[config.mk]
export PLATFORM = sky130hd
export DESIGN_NAME = matrix_pin_pair_scanner_core
export DESIGN_NICKNAME = d
export VERILOG_FILES = /design/src/rtl/mpps_pkg.sv /design/src/rtl/mpps_lane.sv /design/src/rtl/mpps_merge.sv /design/src/rtl/matrix_pin_pair_scanner_core.sv
export VERILOG_INCLUDE_DIRS = /design/src /design/src/rtl
export SDC_FILE = /design/constraint.sdc
export NUM_CORES = 1
export LEC_CHECK = 0
export ABC_CLOCK_PERIOD_IN_PS = 3000
export CORE_UTILIZATION = 64
export DETAILED_ROUTE_END_ITERATION = 6
export DONT_BUFFER_PORTS = 1
export GPL_TIMING_DRIVEN = 0
export PLACE_DENSITY = 0.9
export SLEW_MARGIN = 20
export SYNTH_ARGS = -nofsm -noshare
export SYNTH_HDL_FRONTEND = slang
export SYNTH_SLANG_ARGS = --single-unit
export TNS_END_PERCENT = 1
[constraint.sdc]
create_clock -name aclk -period 3 [get_ports aclk]
set_clock_uncertainty 0.2 [all_clocks]
set_input_delay 0.3 -clock aclk [delete_from_list [all_inputs] [get_ports aclk]]
set_output_delay 0.3 -clock aclk [all_outputs]
set_load 0.02 [all_outputs]
[src/rtl/matrix_pin_pair_scanner_core_defines.svh]
// ----------------------------------------------------------------------------
// Pin pair scanner: shared assertion macros
// Concurrent assertion wrappers clocked on aclk.
// ----------------------------------------------------------------------------
`ifndef MATRIX_PIN_PAIR_SCANNER_CORE_DEFINES_SVH
`define MATRIX_PIN_PAIR_SCANNER_CORE_DEFINES_SVH

// Checked only while out of reset.
`define MPPS_ASSERT(label, prop, msg) \
    label: assert property (@(posedge aclk) disable iff (!aresetn) prop) \
        else $error(msg);

// Checked on every edge, reset included.
`define MPPS_ASSERT_ALWAYS(label, prop, msg) \
    label: assert property (@(posedge aclk) prop) \
        else $error(msg);

`endif

[src/rtl/mpps_pkg.sv]
// ----------------------------------------------------------------------------
// Pin pair scanner package
// Shared constants and lane/merge result types.
// ----------------------------------------------------------------------------
package mpps_pkg;

    localparam int DEF_PINS   = 16;
    localparam int LEVEL_W    = 16;  // sampled pin levels per transaction
    localparam int LANE_IDX_W = 4;   // index of a lane within the level word
    localparam int OUT_PIN_W  = 4;   // pin index width on the result channel
    localparam int M_DATA_W   = 16;

    typedef struct packed {
        logic hit;       // pin high and not the driven one
        logic conflict;  // hit on a pin other than the recorded first
    } lane_flags_t;

    typedef struct packed {
        logic                  any_hit;
        logic                  multi_hit;
        logic                  any_conflict;
        logic [LANE_IDX_W-1:0] first_lane;
    } merge_res_t;

endpackage

[src/rtl/mpps_lane.sv]
// ----------------------------------------------------------------------------
// Pin pair scanner lane
// Checks one sensed pin against the driven pin and the recorded pair.
// ----------------------------------------------------------------------------
module mpps_lane
    import mpps_pkg::*;
#(
    parameter int PIN_W = 4,
    parameter int LANE  = 0
) (
    input  logic             level,
    input  logic [PIN_W-1:0] drive_pin,
    input  logic [PIN_W-1:0] pair_first,
    output lane_flags_t      flags
);

    localparam logic [PIN_W-1:0] LANE_PIN = PIN_W'(LANE);

    always_comb begin
        flags.hit      = level && (drive_pin != LANE_PIN);
        flags.conflict = level && (drive_pin != LANE_PIN) && (pair_first != LANE_PIN);
    end

endmodule

[src/rtl/mpps_merge.sv]
// ----------------------------------------------------------------------------
// Pin pair scanner merge
// Combines lane flags: lowest hit, more than one hit, any conflicting hit.
// ----------------------------------------------------------------------------
module mpps_merge
    import mpps_pkg::*;
#(
    parameter int LANES = 16
) (
    input  lane_flags_t flags [LANES],
    output merge_res_t  res
);

    logic seen;

    always_comb begin
        res  = '0;
        seen = 1'b0;
        for (int i = 0; i < LANES; i++) begin
            res.multi_hit    = res.multi_hit | (seen & flags[i].hit);
            seen             = seen | flags[i].hit;
            res.any_conflict = res.any_conflict | flags[i].conflict;
        end
        res.any_hit = seen;
        // priority: lowest lane wins
        for (int i = LANES - 1; i >= 0; i--) begin
            if (flags[i].hit) begin
                res.first_lane = LANE_IDX_W'(i);
            end
        end
    end

endmodule

[src/rtl/matrix_pin_pair_scanner_core.sv]
// ----------------------------------------------------------------------------
// Pin pair scanner core
// The result on the m_ side is registered from each accepted input transaction.
// Throughput: 1 transaction per cycle while the output is empty or m_tready is high; all pins
// are checked in parallel lanes and the pair state updates in the same cycle.
// Reset: aresetn low clears the driven pin to 0, the pair state and m_tvalid.
// ----------------------------------------------------------------------------
`include "matrix_pin_pair_scanner_core_defines.svh"

module matrix_pin_pair_scanner_core
    import mpps_pkg::*;
#(
    parameter int PINS = DEF_PINS
) (
    input  logic                aclk,
    input  logic                aresetn,
    input  logic                s_tvalid,
    output logic                s_tready,
    input  logic [LEVEL_W-1:0]  s_tdata,   // [15:0] pin_levels
    output logic                m_tvalid,
    input  logic                m_tready,
    output logic [M_DATA_W-1:0] m_tdata,   // [3:0] next_drive_pin, [4] pair_found,
                                           // [8:5] first_pin, [12:9] second_pin,
                                           // [13] multiple_pairs, [15:14] zero
    output logic                m_tlast    // scan_done
);

    localparam int PIN_W = $clog2(PINS);
    localparam int LANES = (PINS < LEVEL_W) ? PINS : LEVEL_W;
    localparam logic [PIN_W-1:0] LAST_PIN = PIN_W'(PINS - 1);

    logic [PIN_W-1:0] drive_reg, drive_next;
    logic             have_reg, have_next;
    logic [PIN_W-1:0] first_reg, first_next;
    logic [PIN_W-1:0] second_reg, second_next;
    logic             many_reg, many_next;

    logic                 out_valid_reg, out_valid_next;
    logic [OUT_PIN_W-1:0] out_drive_reg, out_first_reg, out_second_reg;
    logic                 out_done_reg, out_found_reg, out_many_reg;

    lane_flags_t lane_flags [LANES];
    merge_res_t  merged;

    logic                      s_accept;
    logic                      done;
    logic                      pair_idle;
    logic                      upd_have, upd_many;
    logic [PIN_W-1:0]          upd_first, upd_second;
    logic [PIN_W+LANE_IDX_W-1:0] lane_ext;
    logic [PIN_W+OUT_PIN_W-1:0]  next_ext, first_ext, second_ext;

    for (genvar g = 0; g < LANES; g++) begin : g_lane
        mpps_lane #(
            .PIN_W (PIN_W),
            .LANE  (g)
        ) u_lane (
            .level      (s_tdata[g]),
            .drive_pin  (drive_reg),
            .pair_first (first_reg),
            .flags      (lane_flags[g])
        );
    end

    mpps_merge #(
        .LANES (LANES)
    ) u_merge (
        .flags (lane_flags),
        .res   (merged)
    );

    assign s_tready = !out_valid_reg || m_tready;
    assign s_accept = s_tvalid && s_tready;
    assign done     = (drive_reg == LAST_PIN);
    assign lane_ext = {{PIN_W{1'b0}}, merged.first_lane};

    // pair update for this sample
    always_comb begin
        upd_have   = have_reg;
        upd_first  = first_reg;
        upd_second = second_reg;
        upd_many   = many_reg;
        if (!have_reg) begin
            if (merged.any_hit) begin
                upd_have   = 1'b1;
                upd_first  = drive_reg;
                upd_second = lane_ext[PIN_W-1:0];
            end
            // any further hit in the same sample is a second pair
            upd_many = many_reg | merged.multi_hit;
        end else begin
            upd_many = many_reg | (merged.any_conflict && (second_reg != drive_reg));
        end
    end

    always_comb begin
        drive_next  = drive_reg;
        have_next   = have_reg;
        first_next  = first_reg;
        second_next = second_reg;
        many_next   = many_reg;
        if (s_accept) begin
            drive_next = done ? '0 : drive_reg + PIN_W'(1);
            if (done) begin
                have_next   = 1'b0;
                first_next  = '0;
                second_next = '0;
                many_next   = 1'b0;
            end else begin
                have_next   = upd_have;
                first_next  = upd_first;
                second_next = upd_second;
                many_next   = upd_many;
            end
        end
    end

    assign next_ext   = {{OUT_PIN_W{1'b0}}, (done ? {PIN_W{1'b0}} : drive_reg + PIN_W'(1))};
    assign first_ext  = {{OUT_PIN_W{1'b0}}, upd_first};
    assign second_ext = {{OUT_PIN_W{1'b0}}, upd_second};

    always_comb begin
        out_valid_next = out_valid_reg;
        if (s_accept) begin
            out_valid_next = 1'b1;
        end else if (m_tready) begin
            out_valid_next = 1'b0;
        end
    end

    always_ff @(posedge aclk) begin
        if (!aresetn) begin
            drive_reg     <= '0;
            have_reg      <= 1'b0;
            first_reg     <= '0;
            second_reg    <= '0;
            many_reg      <= 1'b0;
            out_valid_reg <= 1'b0;
        end else begin
            drive_reg     <= drive_next;
            have_reg      <= have_next;
            first_reg     <= first_next;
            second_reg    <= second_next;
            many_reg      <= many_next;
            out_valid_reg <= out_valid_next;
        end
    end

    // result payload, loaded with each accepted transaction
    always_ff @(posedge aclk) begin
        if (s_accept) begin
            out_drive_reg  <= next_ext[OUT_PIN_W-1:0];
            out_done_reg   <= done;
            out_found_reg  <= done && upd_have;
            out_first_reg  <= (done && upd_have) ? first_ext[OUT_PIN_W-1:0] : '0;
            out_second_reg <= (done && upd_have) ? second_ext[OUT_PIN_W-1:0] : '0;
            out_many_reg   <= done && upd_have && upd_many;
        end
    end

    assign m_tvalid = out_valid_reg;
    assign m_tlast  = out_done_reg;
    assign m_tdata  = {2'b00, out_many_reg, out_second_reg, out_first_reg,
                       out_found_reg, out_drive_reg};

    assign pair_idle = !have_reg && !many_reg && (drive_reg == '0);

    `MPPS_ASSERT_ALWAYS(a_reset_idle, !aresetn |=> !m_tvalid, "result valid after reset")
    `MPPS_ASSERT(a_drive_in_range, drive_reg <= LAST_PIN, "driven pin out of range")
    `MPPS_ASSERT(a_many_needs_pair, many_reg |-> have_reg, "multiple flag without a pair")
    `MPPS_ASSERT(a_scan_end_clears, s_accept && done |=> pair_idle, "scan end left pair state")
    `MPPS_ASSERT(a_done_wraps, m_tvalid && m_tlast |-> out_drive_reg == '0, "no wrap at scan end")

endmodule
==> summary.md, run 1 <==
| Metric | Value |
|---|---|
| Number of synthesized flops with an enable pin | 15 |
| Antenna cells | 0 |
| Crit path time final | 2.95 ns |
| First-pass GRT wire length | 11300 um |
| WHS | 0.208 ns |
| CP Cell Sequence | ha_2, clkbuf_2, or3b_2, a32oi_1, a31o_2, nand4_1, o31ai_1, a211oi_1 |
| Reg2Reg Depth | 8 |
| Crit share post-route | 0.985 |
| Final setup violating endpoints | 0 |
| CTS tree | yes |
| Crit path DAT | 2.77 ns |
| Final nets | 326 |
| Final Power | 1040 uW |
| Slowest-stage cell, CP | or3b_2 |
| Final Worst Setup Slack | 0.0465 ns |
| Post-route ant nets | 0 |
| Reg2Reg Capture Point | out_many_reg |
| Hold Path End | second_reg[3] |
| Root buffer cell | clkbuf_8 |
| Hold WC Path Type | in -> reg |
| Worst setup EP type | register |
| Area growth, synth to finish | 10.1% |
| Fin util | 0.768 |
| Max incr delay on CP | 0.52 ns |
| CTS clock-pin slew for the worst setup and hold paths | 0.07 ns |
| Syn_area_per_cell | 8.34 um^2 |
| Initial drt markers | 463 |
| Max cap viols | 0 |
| Startpoint class of the critical path | register |
| Post-synthesis register bit count | 30 |
| RR Startpoint | drive_reg[0] |
| Layout Cells excl Fill | 349 |
| Clk_lat worst skew | 0.28 ns |
| Vias/cell | 7.24 |
| Crit path depth | 8 |
| Initial core utilization | 0.698 |
| Synth Cell Area | 2420 um^2 |
| Leak | 0.000979 uW |
| # port buffers | 0 |
| Hold depth | 3 |
| Gate Count Post-Synth | 290 |
| Overall die area | 4030 um^2 |
| Bufs and invs on worst path | 1 |
| CP Max Fanout | 10 |
| IO Count | 39 |
| Ys Warns | 0 |
| Peak VDD IR | 0.379 mV |
| Top delay family on crit path | compound AO/OA/AOI/OAI gates |
| CTS Buffer Depth | 2 |
| # fillers | 241 |
| CTS H-tree lvls | 2 |
| P per Cell Area | 392 nW/um^2 |
| Pin count of the biggest net entering global routing | 23 |
| Crit path from | drive_reg[0] |
| Max Freq | 339 MHz |
| Clock Sinks | 30 |
| Worst Setup Path Type | reg -> reg |
| Failing checks | DRC |
| Pre-CTS WS | -0.121 ns |
| Placed cell count | 337 |
| Slew HR | 0.474 |
| Hold path startpoint | s_tvalid |
| Congestion Overflow GR | 0 |
| Die Width | 63.5 um |
| Share of cells above drive strength 1 | 0.168 |
| Post-synthesis sequential area ratio | 0.310 |
| RD Place Congestion | 1.03 |
| Top_reg_cell synth | edfxtp_1 |
| Via count | 2526 |
| Worst-Margin Slew | 0.784 ns |
| Final Hold Fails | 0 |
| Fin. max-slew vios | 0 |
| Yosys cell types | 70 |
| Ys async rst share | 0 |
| DP HPWL | 5370 um |
| Reg2Reg Setup Slack | 0.05 ns |
| Overall global routing resource usage | 0.371 |
| DRC | 1 |
| Initial antenna violation count | 0 |
| Die height | 63.5 um |
| Site row count | 21 |
| WL final | 7530 um |
| Status | finished with violations |
| Avg WL per Cell | 21.6 um |
| Required @ worst endpoint | 2.82 ns |
| Num CTS Buffers | 5 |
| Via count of the first global-routing pass | 2266 |
| DR pass1 iterations | 7 |
| CORE AREA | 3470 um^2 |
through the flow:
| step | cell area (um^2) | setup TNS, ns |
|---|---|---|
| 2_1_floorplan | 2420 | 0 |
| 3_3_place_gp | 2480 | -0.903 |
| 3_5_place_dp | 2480 | -0.973 |
| 4_1_cts | 2590 | 0 |
| 5_1_grt | 2670 | -0.181 |
| 6_report | 2670 | 0 |
cells by family after synthesis:
group	share of synthesized area
compound gates	0.299
xor+xnor	0.0217
fa+ha+maj	0.0290
buf+inv	0.0657
flops	0.310
mux	0.0165
other cells	0.00155
simple gates	0.256
how the worst max path moves through the flow:
stage	to	slack [ns]
finish	out_many_reg	0.05
global route	out_second_reg[1]	-0.03
CTS	out_first_reg[3]	0.02
detailed placement	out_first_reg[3]	-0.12
global placement	out_second_reg[0]	-0.12
floorplan	out_many_reg	0.32
worst reg2reg max path: stages (launching register included):
cell      delay [ns]
dfxtp_1         0.48
ha_2            0.29
clkbuf_2        0.27
or3b_2          0.52
a32oi_1         0.24
a31o_2          0.14
nand4_1         0.11
o31ai_1         0.33
a211oi_1        0.10
cells in the mapped netlist, types with 4 or more instances:
master    number  area (um^2)
clkbuf_1      10         37.5
nand2_1       27          101
a31oi_1        4         25.0
mux2i_1        4         40.0
o21ai_0       11         55.1
buf_2          4         20.0
a211oi_1       4         30.0
ha_1           4         50.1
edfxtp_1      15          450
a21oi_1       17         85.1
and2_1         6         37.5
nand3b_1       6         45.0
nand3_1       10         50.1
buf_4          7         52.6
o221a_2        4         45.0
o32ai_1        5         43.8
nand2b_1      12         75.1
dfxtp_1       15          300
nor2_1        34          128
inv_1         12         45.0
final cells by class:
type	count	area [um^2]	area share
repair buffers	3	25.0	0.00939
clock buffers	6	72.6	0.0272
well taps	46	57.6	0.0216
plain buffers	21	111	0.0418
clock inverters	2	10.0	0.00376
multi-input cells	228	1590	0.596
flip-flops and latches	30	752	0.282
inverters	13	48.8	0.0183
layout by cell type (no fill, tap or decap), drive strengths merged, types with 4 or more instances in the layout:
cell	count
clkbuf	16
o32ai	6
buf	13
inv	12
nand2	27
nand3	10
ha	4
o21ai	13
o221a	4
a211oi	4
o221ai	4
and2	6
mux2i	4
nor2	34
edfxtp	15
dfxtp	15
a31oi	5
nand2b	12
a21oi	17
nand3b	6
routing by layer:
layer	routed length, um	up-vias	share of wire	GRT usage
met4	259	0	0.034	0.134
met5	0	-	0	0
li1	-	1110	-	-
met1	2960	1154	0.39	0.502
met2	3240	225	0.43	0.561
met3	1070	37	0.14	0.0996
what timing repair did:
action,CTS,global route
hold endpoints to repair,1,0
resized for setup,3,10
setup buffers,0,2
cloned,0,1
setup endpoints to repair,10,16
hold buffers,1,0
pin swaps,1,3
where the power goes:
group	switching (uW)	leakage [uW]	internal, uW	total, uW
Clock	153	0.0000450	160	313
Sequential	30.3	0.000274	454	485
Combinational	154	0.000660	91.6	246
No activity file was read; power rests on OpenSTA's default activity.
==> inputs of run 2 (changes only) <==
--- a/config.mk
+++ b/config.mk
@@ -8,4 +8,5 @@
 export LEC_CHECK = 0
+export ABC_AREA = 1
 export ABC_CLOCK_PERIOD_IN_PS = 3000
-export CORE_UTILIZATION = 64
+export CORE_UTILIZATION = 63
 export DETAILED_ROUTE_END_ITERATION = 6
@@ -13,3 +14,3 @@
 export GPL_TIMING_DRIVEN = 0
-export PLACE_DENSITY = 0.9
+export PLACE_DENSITY = 0.89
 export SLEW_MARGIN = 20
--- a/constraint.sdc
+++ b/constraint.sdc
@@ -4,2 +4,2 @@
 set_output_delay 0.3 -clock aclk [all_outputs]
-set_load 0.02 [all_outputs]
+set_load 0.01 [all_outputs]
==> run 2 against run 1 <==
The flow now finishes without violations; sequential cell count is the same; via count shrank 25%; synthesized area is 17% lower; critical path depth up 6; non-clock buffer count down 14; combinational power decreased by 9.3%; routed wire length down 38%; sequential share of layout area grew 6.4 points; design area shrank 19%; total power down 2.5%; core utilization fell by 5.1 points; largest power group unchanged.
==> summary.md, run 2 <==
| Metric | Value |
|---|---|
| Status | completed |
| Required @ worst endpoint | 2.88 ns |
| Final Hold Fails | 0 |
| Most numerous cell in the Yosys netlist | nand2_1 |
| Hold path startpoint | s_tvalid |
| Reg2Reg Depth | 14 |
| Final Power | 1020 uW |
| Post-Layout Inst Area | 2170 um^2 |
| Fin util | 0.717 |
| Sequential cell area | 751 um^2 |
| Commonest cells after routing, fill and taps aside | nand2_1, inv_1, nor2_1 |
| Hold depth | 3 |
| Largest family of logic cells by synthesized area | simple AND/OR/NAND/NOR gates |
| DRC | 0 |
| Peak VDD IR | 0.368 mV |
| Max Freq | 347 MHz |
| Simple-gate share of the synthesized area | 0.264 |
| Die height | 58.3 um |
| Crit path DAT | 2.77 ns |
| # port buffers | 0 |
| Synth Area in Adders | 0.0250 |
| Multiplexer share of the synthesized area | 0 |
| Worst Setup Path Type | reg -> reg |
| Final setup violating endpoints | 0 |
| # fillers | 253 |
| CP Cell Sequence | inv_1, ha_1, inv_1, o21ai_1, nand2_1, nor2_1, inv_2, nor2_4, or2_0, o2111ai_1, nor2_1, nand2_1, o21ai_1, a21oi_1 |
| Slowest-stage cell, CP | dfxtp_1 |
| Antenna cells | 0 |
| Clock Sinks | 30 |
| Via count of the first global-routing pass | 1738 |
| IO Count | 39 |
| M3 GR Usage | 0.0615 |
| Initial antenna violation count | 0 |
| Leak | 0.000924 uW |
| GRT busiest layer | met2 |
| Reg2Reg Setup Slack | 0.11 ns |
| Post-route ant nets | 0 |
| Final nets | 315 |
| Hold WC Path Type | in -> reg |
| Synth Cell Area | 2000 um^2 |
| DR pass1 iterations | 4 |
| Area growth, synth to finish | 8.64% |
| CORE AREA | 3030 um^2 |
| Top_reg_cell synth | edfxtp_1 |
| Worst-Margin Slew | 0.686 ns |
| Congestion Overflow GR | 0 |
| Post-synthesis xor/xnor area fraction | 0.00877 |
| Share of cells above drive strength 1 | 0.137 |
| Pin count of the biggest net entering global routing | 23 |
| Fin. max-slew vios | 0 |
| Initial drt markers | 80 |
| Num CTS Buffers | 5 |
| Max cap viols | 0 |
| RD Place Congestion | 0.907 |
| Crit path time final | 2.89 ns |
| Max incr delay on CP | 0.37 ns |
| Reg2Reg Capture Point | out_many_reg |
| Worst setup EP type | register |
| P per Cell Area | 468 nW/um^2 |
| Layout Cells excl Fill | 336 |
| Met2 GRT Util | 0.512 |
| Gate Count Post-Synth | 282 |
| Top delay family on crit path | compound AO/OA/AOI/OAI gates |
| Synth area leaders | edfxtp_1, dfxtp_1, nand2_1, a21oi_1, inv_1 |
| Commonest non-fill, non-tap cell in the layout | nand2_1 |
| RSZ-0062 raised after global routing | yes |
| RR Startpoint | drive_reg[1] |
| WL final | 4650 um |
| Startpoint class of the critical path | register |
| Die Width | 58.3 um |
| CP Max Fanout | 5 |
| Root buffer cell | clkbuf_4 |
| Number of synthesized flops with an enable pin | 15 |
| Clk_lat worst skew | 0.33 ns |
| Avg WL per Cell | 13.8 um |
| Ys Warns | 0 |
| Synth Area in Compound Gates | 0.205 |
| Placed cell count | 327 |
| Overall global routing resource usage | 0.292 |
| Slew HR | 0.540 |
| Vias/cell | 5.65 |
| Post-synthesis sequential area ratio | 0.376 |
| CTS Buffer Depth | 2 |
| Yosys cell types | 35 |
| Synth area leader | edfxtp_1 |
| Ys async rst share | 0 |
| Via count | 1897 |
| Site row count | 20 |
| Synth top cells by count | nand2_1, inv_1, nor2_1, a21oi_1 |
| Setup TNS | 0 ns |
| Crit share post-route | 0.962 |
| CTS clock-pin slew for the worst setup and hold paths | 0.09 ns |
| First-pass GRT wire length | 7420 um |
| DP HPWL | 3560 um |
| Hold Path End | have_reg |
| Synth top area share | 0.225 |
| Multi-input logic area | 1040 um^2 |
| Bufs and invs on worst path | 3 |
| Overall die area | 3400 um^2 |
| Syn_area_per_cell | 7.09 um^2 |
| Post-synthesis register bit count | 30 |
| Initial core utilization | 0.660 |
| GR Util met1 | 0.351 |
| CTS H-tree lvls | 2 |
| Post-DP Area | 2060 um^2 |
| CTS tree | yes |
-- run 2: cells by family after synthesis --
family / count (synthesis)
adders and majority gates: 4
and+or+nand+nor: 121
buffers and inverters: 51
AOI/OAI and AO/OA: 73
DFF: 30
xor gates and xnor gates: 2
other: 1
-- run 2: how the worst max path moves through the flow --
| stage | startpoint | to | cells after the start | slack [ns] |
|---|---|---|---|---|
| 2_1_floorplan | drive_reg[0] | out_many_reg | 14 | 0.54 |
| 3_3_place_gp | drive_reg[1] | out_many_reg | 14 | 0.14 |
| 3_5_place_dp | drive_reg[1] | out_many_reg | 14 | 0.12 |
| 4_1_cts | drive_reg[1] | out_many_reg | 14 | 0.09 |
| 5_1_grt | drive_reg[0] | out_many_reg | 13 | -0.08 |
| 6_report | drive_reg[1] | out_many_reg | 14 | 0.11 |
-- run 2: per-stage QoR --
| step | hold slack [ns] | setup WS (ns) |
|---|---|---|
| 6_report | 0.0345 | 0.115 |
| 5_1_grt | 0.0461 | -0.0802 |
| 4_1_cts | 0.0163 | 0.0910 |
| 3_5_place_dp | 0.246 | 0.116 |
| 3_3_place_gp | 0.240 | 0.136 |
| 2_1_floorplan | 0.238 | 0.536 |
-- run 2: where the power goes --
group          internal [uW]  switching [uW]
Clock                    172             138
Combinational           73.0             150
Sequential               458            25.8
-- run 2: timing repair --
| action | in CTS | in global routing |
|---|---|---|
| hold endpoints to repair | 5 | 0 |
| resized for setup | 0 | 9 |
| setup buffers | 0 | 0 |
| setup endpoints to repair | 0 | 18 |
| hold buffers | 1 | 0 |
-- run 2: cell type report --
cell class              instances  area share
clock inverters                 3      0.0184
multi-input cells             202       0.478
repair buffers                  1     0.00461
plain buffers                   9      0.0329
well taps                      44      0.0254
clock buffers                   5      0.0173
inverters                      42      0.0772
flip-flops and latches         30       0.346
-- run 2: metal layers --
metal  up-vias  share of wire
met5         -              0
met4         0          0.026
met3        14          0.077
met2        87           0.47
met1       848           0.43
li1        948              -
-- run 2: worst register-to-register path: cells and delay by family, from the launching register on --
family	cells	cell delay, ns
and+or+nand+nor	6	0.72
DFF	1	0.37
buffers and inverters	3	0.37
adders and majority gates	1	0.20
AOI/OAI and AO/OA	4	0.75
